**config.mk**
```make
export PLATFORM = sky130hd
export DESIGN_NAME = sote_ratio_div
export DESIGN_NICKNAME = d
export VERILOG_FILES = /design/src/hw/rtl/sote_pkg.sv /design/src/hw/rtl/sote_ratio_div.sv
export SDC_FILE = /design/constraint.sdc
export NUM_CORES = 1
export LEC_CHECK = 0
export ABC_AREA = 0
export BUFFER_PORTS_ARGS = -buffer_cell sky130_fd_sc_hd__clkbuf_2
export CAP_MARGIN = 20
export CORE_MARGIN = 2
export CORE_UTILIZATION = 55
export CTS_CLUSTER_SIZE = 16
export DETAILED_ROUTE_END_ITERATION = 16
export HOLD_SLACK_MARGIN = 0.1
export MAX_ROUTING_LAYER = met4
export PLACE_DENSITY = 0.79
export SLEW_MARGIN = 0
export SYNTH_ARGS = -nofsm -noshare
export SYNTH_HDL_FRONTEND = slang
export SYNTH_SLANG_ARGS = --single-unit
```
**constraint.sdc**
```tcl
create_clock -name clk -period 3.6 [get_ports clk]
set_input_delay 0.36 -clock clk [delete_from_list [all_inputs] [get_ports clk]]
set_output_delay 0.36 -clock clk [all_outputs]
set_load 0.03 [all_outputs]
```
**src/hw/rtl/sote_pkg.sv**
```systemverilog
// Package: shared widths, opcodes, register indexes and reset values.
package sote_pkg;

  localparam int unsigned MAX_SET_SIZE_DEFAULT = 4096;

  localparam int VALUE_W    = 32;
  localparam int ID_W       = 32;
  localparam int COUNT_W    = 13;
  localparam int FRAC_W     = 16;
  localparam int RATIO_W    = FRAC_W + 1;
  localparam int THRESH_W   = 17;
  localparam int CAP_W      = 16;
  localparam int CFG_DATA_W = 17;
  localparam int CFG_IDX_W  = 1;

  localparam logic [CFG_IDX_W-1:0] REG_MATCH_THRESHOLD = 1'd0;
  localparam logic [CFG_IDX_W-1:0] REG_MAX_MATCHES     = 1'd1;

  localparam logic [THRESH_W-1:0] THRESHOLD_RESET   = 17'd32768;
  localparam logic [CAP_W-1:0]    MAX_MATCHES_RESET = 16'd100;

  typedef enum logic [1:0] {
    OP_BEGIN_A  = 2'd0,
    OP_A_MEMBER = 2'd1,
    OP_B_MEMBER = 2'd2,
    OP_END_B    = 2'd3
  } opcode_t;

endpackage

```
**src/hw/rtl/sote_ratio_div.sv**
```systemverilog
// Radix-2 restoring divider: (count << 16) / length, one quotient bit per cycle.
module sote_ratio_div import sote_pkg::*; #(
  parameter int LEN_W = 13
) (
  input  logic               clk,
  input  logic               rst,
  input  logic               start,
  input  logic [LEN_W-1:0]   dividend,
  input  logic [LEN_W-1:0]   divisor,
  output logic               done,
  output logic [RATIO_W-1:0] quotient
);

  localparam int STEPS = RATIO_W;
  localparam int CNT_W = $clog2(STEPS);

  logic             busy;
  logic [CNT_W-1:0] cnt;
  logic [LEN_W:0]   rem;
  logic [LEN_W:0]   rem_sub;
  logic [LEN_W-1:0] divisor_q;
  logic             take;

  always_comb begin
    take    = rem >= {1'b0, divisor_q};
    rem_sub = take ? rem - {1'b0, divisor_q} : rem;
  end

  always_ff @(posedge clk) begin
    if (rst) begin
      busy <= 1'b0;
      done <= 1'b0;
    end else begin
      done <= 1'b0;
      if (start) begin
        busy      <= 1'b1;
        cnt       <= CNT_W'(STEPS - 1);
        rem       <= {1'b0, dividend};
        divisor_q <= divisor;
      end else if (busy) begin
        quotient <= {quotient[RATIO_W-2:0], take};
        rem      <= {rem_sub[LEN_W-1:0], 1'b0};
        if (cnt == '0) begin
          busy <= 1'b0;
          done <= 1'b1;
        end else begin
          cnt <= cnt - 1'b1;
        end
      end
    end
  end

endmodule

```
-- After elaboration in Yosys (flattened, before gate mapping)
Cells that the tools add are included.
- $add $sub $neg: 2
- magnitude comparators: 1
- equal/unequal tests: 1
- muxes and demuxes: 9
- bitwise operators: 3
- reduce and logical (&&, ||, !) cells: 7
- operators by type and width (operator ; number):
    2-to-1 mux 13 bit ; 2
    greater-or-equal comparator 14 x 13 -> 1 bit ; 1
    2-to-1 mux 14 bit ; 1
    subtractor 13 bit ; 1
    2-to-1 mux 5 bit ; 2
    AND reduction 3 bit ; 2
    zero test 5 bit ; 1
    subtractor 5 x 1 -> 5 bit (second input constant) ; 1
    2-to-1 mux 1 bit ; 4
    AND reduction 2 bit ; 2
    inverter 1 bit ; 3
    OR reduction 3 bit ; 1
    != test 2 bit (second input constant) ; 1
    nonzero test 2 bit ; 1
- bits in registers: 51
- output and inout port bits: 18
- word-level logic and storage cells: 30

-- Logic depth before layout (Yosys ltp)
Gate-level depths: netlist of the first run.
- depth after elaboration: 4
- depth in mapped cells: 12
- gate-level depth less buffers: 11

-- Worst setup path before layout of the first run
No wires, ideal clock.
- path kind: register to register
- start: reg rem[0]
- end: reg rem[12] (data pin)
- setup time: 261 ps
- arrival: 2472 ps
- data required time: 3339 ps
- path slack: 868 ps
- stages on the path, launching flop included: 12
- path buffers: 1
- clock period less this slack: 2732 ps
- cells stage by stage: edfxtp_1 inv_1 ha_1 inv_1 fa_1 a211oi_2 o211ai_2 a2111oi_2 or2_1 buf_6 nor2_1 a221o_1
- longest elaborated chain between the ends: 4
- elaborated cells on any way between the ends: 5
- classes of those cells: 1 x add/sub; 1 x order compare; 3 x mux
- ends and longest elaborated chain (item ; line ; RTL):
    start, declared ; sote_ratio_div.sv:19 ; logic [LEN_W:0] rem;
    start signal, assigned ; sote_ratio_div.sv:38 ; rem <= {1'b0, dividend};
    start signal, assigned ; sote_ratio_div.sv:42 ; rem <= {rem_sub[LEN_W-1:0], 1'b0};
    subtractor 13 bit or greater-or-equal comparator 14 x 13 -> 1 bit (tied branches) ; sote_ratio_div.sv:26, sote_ratio_div.sv:25 ;
    2-to-1 mux 13 bit * ; sote_ratio_div.sv:26 ; rem_sub = take ? rem - {1'b0, divisor_q} : rem;
    2-to-1 mux 14 bit * ; sote_ratio_div.sv:40 ; end else if (busy) begin
    2-to-1 mux 13 bit * ; sote_ratio_div.sv:35 ; if (start) begin
Mark *: on every way between the ends. The rest lies on a longest branch, timed or not. The select of a mux whose other input is x is not followed.
A chain may end at the register's enable or synchronous reset.

-- Worst setup path after layout of the first run
Ends and elaborated chain as after synthesis.

==> qor.txt, run 1 <==
status - complete, no violations
initial antenna violation count - 0
Static Leak - 1.24 nW
post-CTS repair timing setup buffer count - 0
nets - 304
total number of vias - 1,756
DP HPWL - 3.45 mm
cells after synthesis - 209
DR iter-0 viols - 77
critical path class - reg2reg
clk_skew - 0.00642 ns
Top Ports - 47
Netlist cell types - 46
dpl ws - 0.425 ns
gr ovfl total - 0
Hold WS - 0.226 ns
Routed WL - 4.76 mm
vias in the first global route - 1,708
Inserted Clock Buffers - 5
placed insts - 305
Clk Latency, worst-skew pair - 0.30 ns
Pre-antenna DRT Iters - 4
Wirelength per Cell - 15.2 um
Vias/cell - 5.61
max_cap viols - 0
# setup viols final - 0
synthesized cell area - 2570 sq um
Avg Synthesized Cell Area - 12.3 sq um
Post-Syn Nets - 253
Slew Viols, Final - 0
Max-Slew Margin vs Limit - 0.507
PortBufs - 46
Core Util, Final - 0.674
Synth area leader - edfxtp_1
wire length on met1 - 2.02 mm
Seq/Total Area, Yosys - 0.588
Root Buffer Master - clkbuf_8
CP startpoint kind - flip-flop
CTS tree - done
Critical Path AT - 3.31 ns
die width - 72.4 um
min-delay worst type - in2reg
largest net degree at the start of global routing - 22
worst vdd ir - 0.312 mV
Die Ht - 72.4 um
Clock Sink Count - 51
Area Growth Syn to Fin - 15.8%
crit-path max FO - 10
Routed Antenna Nets - 0
final worst slack - 0.347 ns
Clock Path Buffers - 2
CTS clk-pin slew, worst paths - 0.09 ns
crit path time final - 3.25 ns
CP required - 3.66 ns
Fmax - 307 MHz
Residual DRC - 0
largest cells by area after synthesis - edfxtp_1 (57%), ha_1 (6.8%), a21oi_1 (2.9%)
Hold Fails Final Rpt - 0
met2 wire length - 2.38 mm
max layer used - met4
Tcrit/Tclk final - 0.904
share of cells above drive strength 1 - 0.261
crit end category - flip-flop
first-pass GRT wire length - 7.58 mm
share of the synthesized area in the top cell type - 0.573
Post-CTS Hold Fix Bufs - 0
setup repair after global routing missed its margin - false
CORE AREA - 4410 sq um
met3 WL - 276 um
full die area - 5240 sq um
# diodes - 0
Synth Register Bits - 51
post_cts resized - 0
Synthesis Warnings - 0
H-tree Lvls - 2
Initial Utilization - 0.582
Slew @ Worst Pin - 0.736 ns
Tot GR Track Use - 0.200
GP Congestion - 0.844
Pwr Density - 482 nW/um^2
final setup TNS - 0 ns
num rows - 24
Post-Layout Cell Count - 313
layer usage:
| layer | GRT usage | vias up |
|---|---|---|
| met4 | 0.0734 | 0 |
| met3 | 0.0528 | 9 |
| li1 | - | 870 |
| met5 | - | - |
| met1 | 0.243 | 815 |
| met2 | 0.324 | 62 |
where the power goes:
group,total (mW),switching (mW),internal [mW]
Sequential,0.715,0.0178,0.697
Combinational,0.327,0.188,0.139
Clock,0.390,0.183,0.207
layout make-up:
type	count	area, sq um
clock buffer	6	72.6
timing repair buffer	49	253
clock inverter	2	37.5
inverter	19	78.8
sequential	51	1510
fill	355	1440
multi-input combinational	134	957
tap	52	65.1
registers in the layout (all words and copies together), names as in the netlist:
| register | count |
|---|---|
| busy | 1 |
| cnt | 5 |
| divisor_q | 13 |
| done | 1 |
| quotient | 17 |
| rem | 14 |
per-stage QoR:
stage	total power [mW]	cell area, sq um
floorplan	0.979	2570
finish	1.43	2980
CTS	1.45	2980
detailed placement	1.05	2870
global route	1.50	2980
global placement	1.04	2870
worst max-delay path: stages (launching register included):
cell,delay (ns)
edfxtp_1,0.40
inv_1,0.07
ha_1,0.17
inv_1,0.06
fa_1,0.43
a211oi_2,0.31
o211ai_2,0.14
a2111oi_2,0.48
or2_1,0.49
nor2_1,0.12
a221o_1,0.34
synth_stat cells (all sizes together):
cell type  number
a2111oi         3
a211oi          4
a21boi          1
a21o            5
a21oi          16
a221o           1
a311oi          1
a31oi           2
and2            3
and3            2
and4            1
buf             2
clkbuf          3
dfxtp           2
edfxtp         49
fa              1
ha             14
inv            19
mux2            1
mux2i           7
nand2           9
nand2b          2
nand3           4
nor2           20
nor2b           2
nor3            6
nor3b           1
nor4            1
o211ai          3
o21a            1
o21ai           7
o21bai          1
o2bb2ai         1
o31a            1
or2             1
or3             1
or3b            1
xnor2           7
xor2            3
cells in the final DEF, fill, tap and decap left out, types with 5 or more instances in the layout:
cell	n
a21oi_1	15
o21ai_0	7
mux2i_1	7
nand2_1	9
nor2_1	20
nor3_1	6
inv_1	18
edfxtp_1	49
clkbuf_2	46
ha_1	14
xnor2_1	7
clkbuf_8	5
cell families (layout without fill, tap and decap cells):
| family | count (synthesis) | in the layout | synth area share |
|---|---|---|---|
| flops | 51 | 51 | 0.588 |
| compound gates | 47 | 47 | 0.126 |
| buf+inv | 24 | 76 | 0.0414 |
| mux | 8 | 8 | 0.0316 |
| fa+ha+maj | 15 | 15 | 0.0760 |
| simple gates | 54 | 54 | 0.103 |
| xor+xnor | 10 | 10 | 0.0341 |
final timing paths:
kind	start	to	slack [ns]	depth (start not counted)
hold / removal	divisor[0]	divisor_q[0]	0.23	1
setup / recovery	rem[0]	rem[12]	0.35	10
hold reg to reg	quotient[8]	quotient[9]	0.46	0
setup reg to reg	rem[0]	rem[12]	0.35	10
Power figures use the tool's default switching activity.
==> run 2, diff against run 1 <==
--- a/config.mk
+++ b/config.mk
@@ -6,15 +6,16 @@
 export NUM_CORES = 1
 export LEC_CHECK = 0
 export ABC_AREA = 0
-export BUFFER_PORTS_ARGS = -buffer_cell sky130_fd_sc_hd__clkbuf_2
+export BUFFER_PORTS_ARGS = -buffer_cell sky130_fd_sc_hd__buf_2
 export CAP_MARGIN = 20
 export CORE_MARGIN = 2
 export CORE_UTILIZATION = 55
+export CTS_CLUSTER_DIAMETER = 60
 export CTS_CLUSTER_SIZE = 16
 export DETAILED_ROUTE_END_ITERATION = 16
 export HOLD_SLACK_MARGIN = 0.1
 export MAX_ROUTING_LAYER = met4
-export PLACE_DENSITY = 0.79
+export PLACE_DENSITY = 0.77
 export SLEW_MARGIN = 0
 export SYNTH_ARGS = -nofsm -noshare
 export SYNTH_HDL_FRONTEND = slang
==> run 2 against run 1 <==
Compared with the run above:
- utilization unchanged
- sequential share of layout area unchanged
- sequential power about the same
- wire length increased by 0.27%
==> qor.txt, run 2 (synthesis gave the netlist of run 1 again) <==
status - complete, no violations
sw power - 0.393 mW
Logic pwr share - 0.227
min-delay worst type - in2reg
Clock Sink Count - 51
CORE AREA - 4410 sq um
Clk Latency, worst-skew pair - 0.30 ns
Initial Utilization - 0.582
Tot GR Track Use - 0.198
clock share of power - 0.276
sw frac - 0.273
H-tree Lvls - 2
Post-CTS Hold Fix Bufs - 0
full die area - 5240 sq um
Biggest register - quotient
Area Growth Syn to Fin - 15.8%
Pwr Density - 483 nW/um^2
Pre-antenna DRT Iters - 4
Inserted Clock Buffers - 5
CTS tree - done
Clock Path Buffers - 2
# diodes - 0
gr ovfl total - 0
Root Buffer Master - clkbuf_8
r2r setup slk - 0.42 ns
commonest non-fill, non-tap cell in the layout - edfxtp_1
post-CTS repair timing setup buffer count - 0
initial antenna violation count - 0
Max-Slew Margin vs Limit - 0.485
Top Ports - 47
post_cts resized - 0
largest net degree at the start of global routing - 22
Slew Viols, Final - 0
nets - 304
Hold WS - 0.226 ns
clk_skew - 0.00726 ns
Vias/cell - 5.63
area of the multi-input gates - 957 sq um
Routed WL - 4.78 mm
critical path class - reg2reg
vias in the first global route - 1,700
Wirelength per Cell - 15.3 um
first-pass GRT wire length - 7.62 mm
Residual DRC - 0
internal power - 1.04 mW
crit end category - flip-flop
DP HPWL - 3.38 mm
GP Congestion - 0.827
Fmax - 314 MHz
Slew @ Worst Pin - 0.769 ns
max_cap viols - 0
CTS clk-pin slew, worst paths - 0.09 ns
fillcell total - 340
# setup viols final - 0
Critical Path AT - 3.24 ns
final setup TNS - 0 ns
Largest regs - quotient (17), rem (14), divisor_q (13)
crit-path max FO - 10
Die Ht - 72.4 um
sequential power share - 0.498
max FFs per register - 17
crit path time final - 3.18 ns
total number of vias - 1,763
CP startpoint kind - flip-flop
Routed Antenna Nets - 0
highest-count cells in the layout ignoring fill and taps - edfxtp_1 (49), buf_2 (46), nor2_1 (20)
share of cells above drive strength 1 - 0.261
worst vdd ir - 0.379 mV
num rows - 24
die width - 72.4 um
CP required - 3.66 ns
Core Util, Final - 0.674
Sequential Area - 1510 sq um
Hold Fails Final Rpt - 0
setup repair after global routing missed its margin - false
Static Leak - 1.24 nW
DR iter-0 viols - 56
Tcrit/Tclk final - 0.884
PortBufs - 46
run 2: changes by cell type in the layout (fill, tap and decap cells not counted), sizes merged:
cell / change
buf: +46
clkbuf: -46
run 2: critical path: stages, from the launching register on:
cell and delay [ns]:
edfxtp_1 0.41, inv_1 0.07, ha_1 0.16, inv_1 0.05, fa_1 0.43, a211oi_2 0.29
o211ai_2 0.13, a2111oi_2 0.45, or2_1 0.49, nor2_1 0.13, a221o_1 0.33
run 2: path summary, 6_finish.rpt:
path                from      endpoint  cells after the start
max               rem[0]       rem[12]                     10
min           divisor[0]  divisor_q[0]                      1
max reg2reg       rem[0]       rem[12]                     10
min reg2reg  quotient[5]   quotient[6]                      0
run 2: power by group through the flow:
stage	sequential [mW]	combinational, mW	clock [mW]
after floorplan	0.731	0.248	0
after global placement	0.727	0.314	0
after detailed placement	0.728	0.321	0
after CTS	0.715	0.327	0.403
after global routing	0.719	0.360	0.421
final	0.715	0.325	0.396
run 2: area by class of cell:
| cell class | count | area share |
|---|---|---|
| multi-input combinational | 134 | 0.322 |
| sequential | 51 | 0.508 |
| tap | 52 | 0.0219 |
| clock inverter | 2 | 0.0126 |
| clock buffer | 6 | 0.0244 |
| timing repair buffer | 49 | 0.0849 |
| inverter | 19 | 0.0265 |
run 2: layer usage:
metal	track usage	up-vias	share of wire
met3	0.0431	5	0.039
met5	-	-	0
met4	0.0545	0	0.0096
met1	0.232	852	0.44
met2	0.345	37	0.51
li1	-	869	-
run 2: through the flow:
| step | total power [mW] | instance area (sq um) | instances | setup WS [ns] |
|---|---|---|---|---|
| 5_1_grt | 1.50 | 2980 | 313 | 0.209 |
| 3_5_place_dp | 1.05 | 2870 | 305 | 0.485 |
| 2_1_floorplan | 0.979 | 2570 | 209 | 0.868 |
| 4_1_cts | 1.45 | 2980 | 313 | 0.418 |
| 6_report | 1.44 | 2980 | 313 | 0.417 |
| 3_3_place_gp | 1.04 | 2870 | 305 | 0.594 |
==> run 3, diff against run 2 <==
--- a/config.mk
+++ b/config.mk
@@ -14,7 +14,6 @@
 export CTS_CLUSTER_SIZE = 16
 export DETAILED_ROUTE_END_ITERATION = 16
 export HOLD_SLACK_MARGIN = 0.1
-export MAX_ROUTING_LAYER = met4
 export PLACE_DENSITY = 0.77
 export SLEW_MARGIN = 0
 export SYNTH_ARGS = -nofsm -noshare
==> run 3 against run 2 <==
Compared with the run above:
- global-route usage shrank 0.61 points
- register-to-register slack is essentially flat
- non-clock buffer count is the same
==> qor.txt, run 3 (synthesis gave the netlist of run 1 again) <==
share of cells above drive strength 1 - 0.261
Root Buffer Master - clkbuf_8
Tot GR Track Use - 0.192
crit-path max FO - 10
H-tree Lvls - 2
status - complete, no violations
DP HPWL - 3.38 mm
Area Growth Syn to Fin - 15.8%
nets - 304
post_cts resized - 0
highest-count cells in the layout ignoring fill and taps - edfxtp_1 (49), buf_2 (46), nor2_1 (20)
Die Ht - 72.4 um
Critical Path AT - 3.24 ns
internal power - 1.04 mW
Fmax - 314 MHz
num rows - 24
# diodes - 0
# setup viols final - 0
max FFs per register - 17
die width - 72.4 um
Static Leak - 1.24 nW
clk_skew - 0.00726 ns
Hold Fails Final Rpt - 0
post-CTS repair timing setup buffer count - 0
CP startpoint kind - flip-flop
delay of the slowest critical-path stage - 0.49 ns
Initial Utilization - 0.582
Top Ports - 47
slowest cell on the critical path - or2_1
CTS tree - done
commonest non-fill, non-tap cell in the layout - edfxtp_1
full die area - 5240 sq um
vias in the first global route - 1,704
max_cap viols - 0
Slew Viols, Final - 0
Tcrit/Tclk final - 0.883
Vias/cell - 5.64
gr ovfl total - 0
total number of vias - 1,764
min-delay worst type - in2reg
largest net degree at the start of global routing - 22
Residual DRC - 0
Clock Sink Count - 51
worst vdd ir - 0.379 mV
Pre-antenna DRT Iters - 4
Pwr Density - 483 nW/um^2
Clk Latency, worst-skew pair - 0.30 ns
setup repair after global routing missed its margin - false
clock share of power - 0.276
CP dominant cell by count - inv_1
CP required - 3.66 ns
crit path time final - 3.18 ns
final setup TNS - 0 ns
Clock Path Buffers - 2
initial antenna violation count - 0
family with the most delay on the worst path - compound AO/OA/AOI/OAI gates
Overall Power - 1.44 mW
DR iter-0 viols - 68
Largest regs - quotient (17), rem (14), divisor_q (13)
sequential power share - 0.498
final worst slack - 0.420 ns
sw frac - 0.274
Routed WL - 4.78 mm
PortBufs - 46
WP buf/inv - 2
Wirelength per Cell - 15.3 um
sw power - 0.393 mW
GP Congestion - 0.815
Post-CTS Hold Fix Bufs - 0
critical-path cell list - inv_1 > ha_1 > inv_1 > fa_1 > a211oi_2 > o211ai_2 > a2111oi_2 > or2_1 > nor2_1 > a221o_1
dpl ws - 0.485 ns
Routed Antenna Nets - 0
CORE AREA - 4410 sq um
Logic pwr share - 0.226
crit end category - flip-flop
critical path class - reg2reg
Max-Slew Margin vs Limit - 0.482
Slew @ Worst Pin - 0.772 ns
Biggest register - quotient
Inserted Clock Buffers - 5
CTS clk-pin slew, worst paths - 0.09 ns
first-pass GRT wire length - 7.60 mm
## run 3: cell counts in the layout (fill, tap and decap cells not counted)
Identical to the previous run, type by type.
## run 3: worst paths after layout
kind	start	slack (ns)	depth (start not counted)	end
hold / removal	divisor[0]	0.23	1	divisor_q[0]
setup reg to reg	rem[0]	0.42	10	rem[12]
setup / recovery	rem[0]	0.42	10	rem[12]
hold reg to reg	quotient[5]	0.45	0	quotient[6]
## run 3: area by class of cell
cell class / count / area [sq um]
inverter: 19 / 78.8
tap: 52 / 65.1
fill: 340 / 1440
sequential: 51 / 1510
clock inverter: 2 / 37.5
multi-input combinational: 134 / 957
timing repair buffer: 49 / 253
clock buffer: 6 / 72.6
## run 3: worst register-to-register path, delay by kind of cell, from the launching register on
| kind | cells | cell delay (ns) |
|---|---|---|
| adder cells (fa/ha/maj) | 2 | 0.59 |
| flip-flops | 1 | 0.41 |
| buffers and inverters | 2 | 0.12 |
| AND/OR/NAND/NOR | 2 | 0.62 |
| AO/OA/AOI/OAI | 4 | 1.20 |
## run 3: per-layer routing
metal	up-vias	GRT usage	share of wire
li1	868	-	-
met1	851	0.231	0.43
met2	40	0.345	0.52
met3	5	0.0431	0.041
met4	0	0.0545	0.0096
met5	-	0	0
## run 3: metrics by stage
step / std cells / hold WS [ns] / area (sq um) / utilization
floorplan: 209 / 0.433 / 2570 / -
global placement: 305 / 0.427 / 2870 / 0.649
detailed placement: 305 / 0.429 / 2870 / 0.649
CTS: 313 / 0.220 / 2980 / 0.674
global route: 313 / 0.215 / 2980 / 0.674
finish: 313 / 0.226 / 2980 / 0.674
## run 3: power groups by stage
| stage | clock [mW] | combinational [mW] | sequential, mW |
|---|---|---|---|
| floorplan | 0 | 0.248 | 0.731 |
| global placement | 0 | 0.314 | 0.727 |
| detailed placement | 0 | 0.321 | 0.728 |
| CTS | 0.403 | 0.327 | 0.715 |
| global route | 0.421 | 0.360 | 0.719 |
| finish | 0.396 | 0.326 | 0.715 |
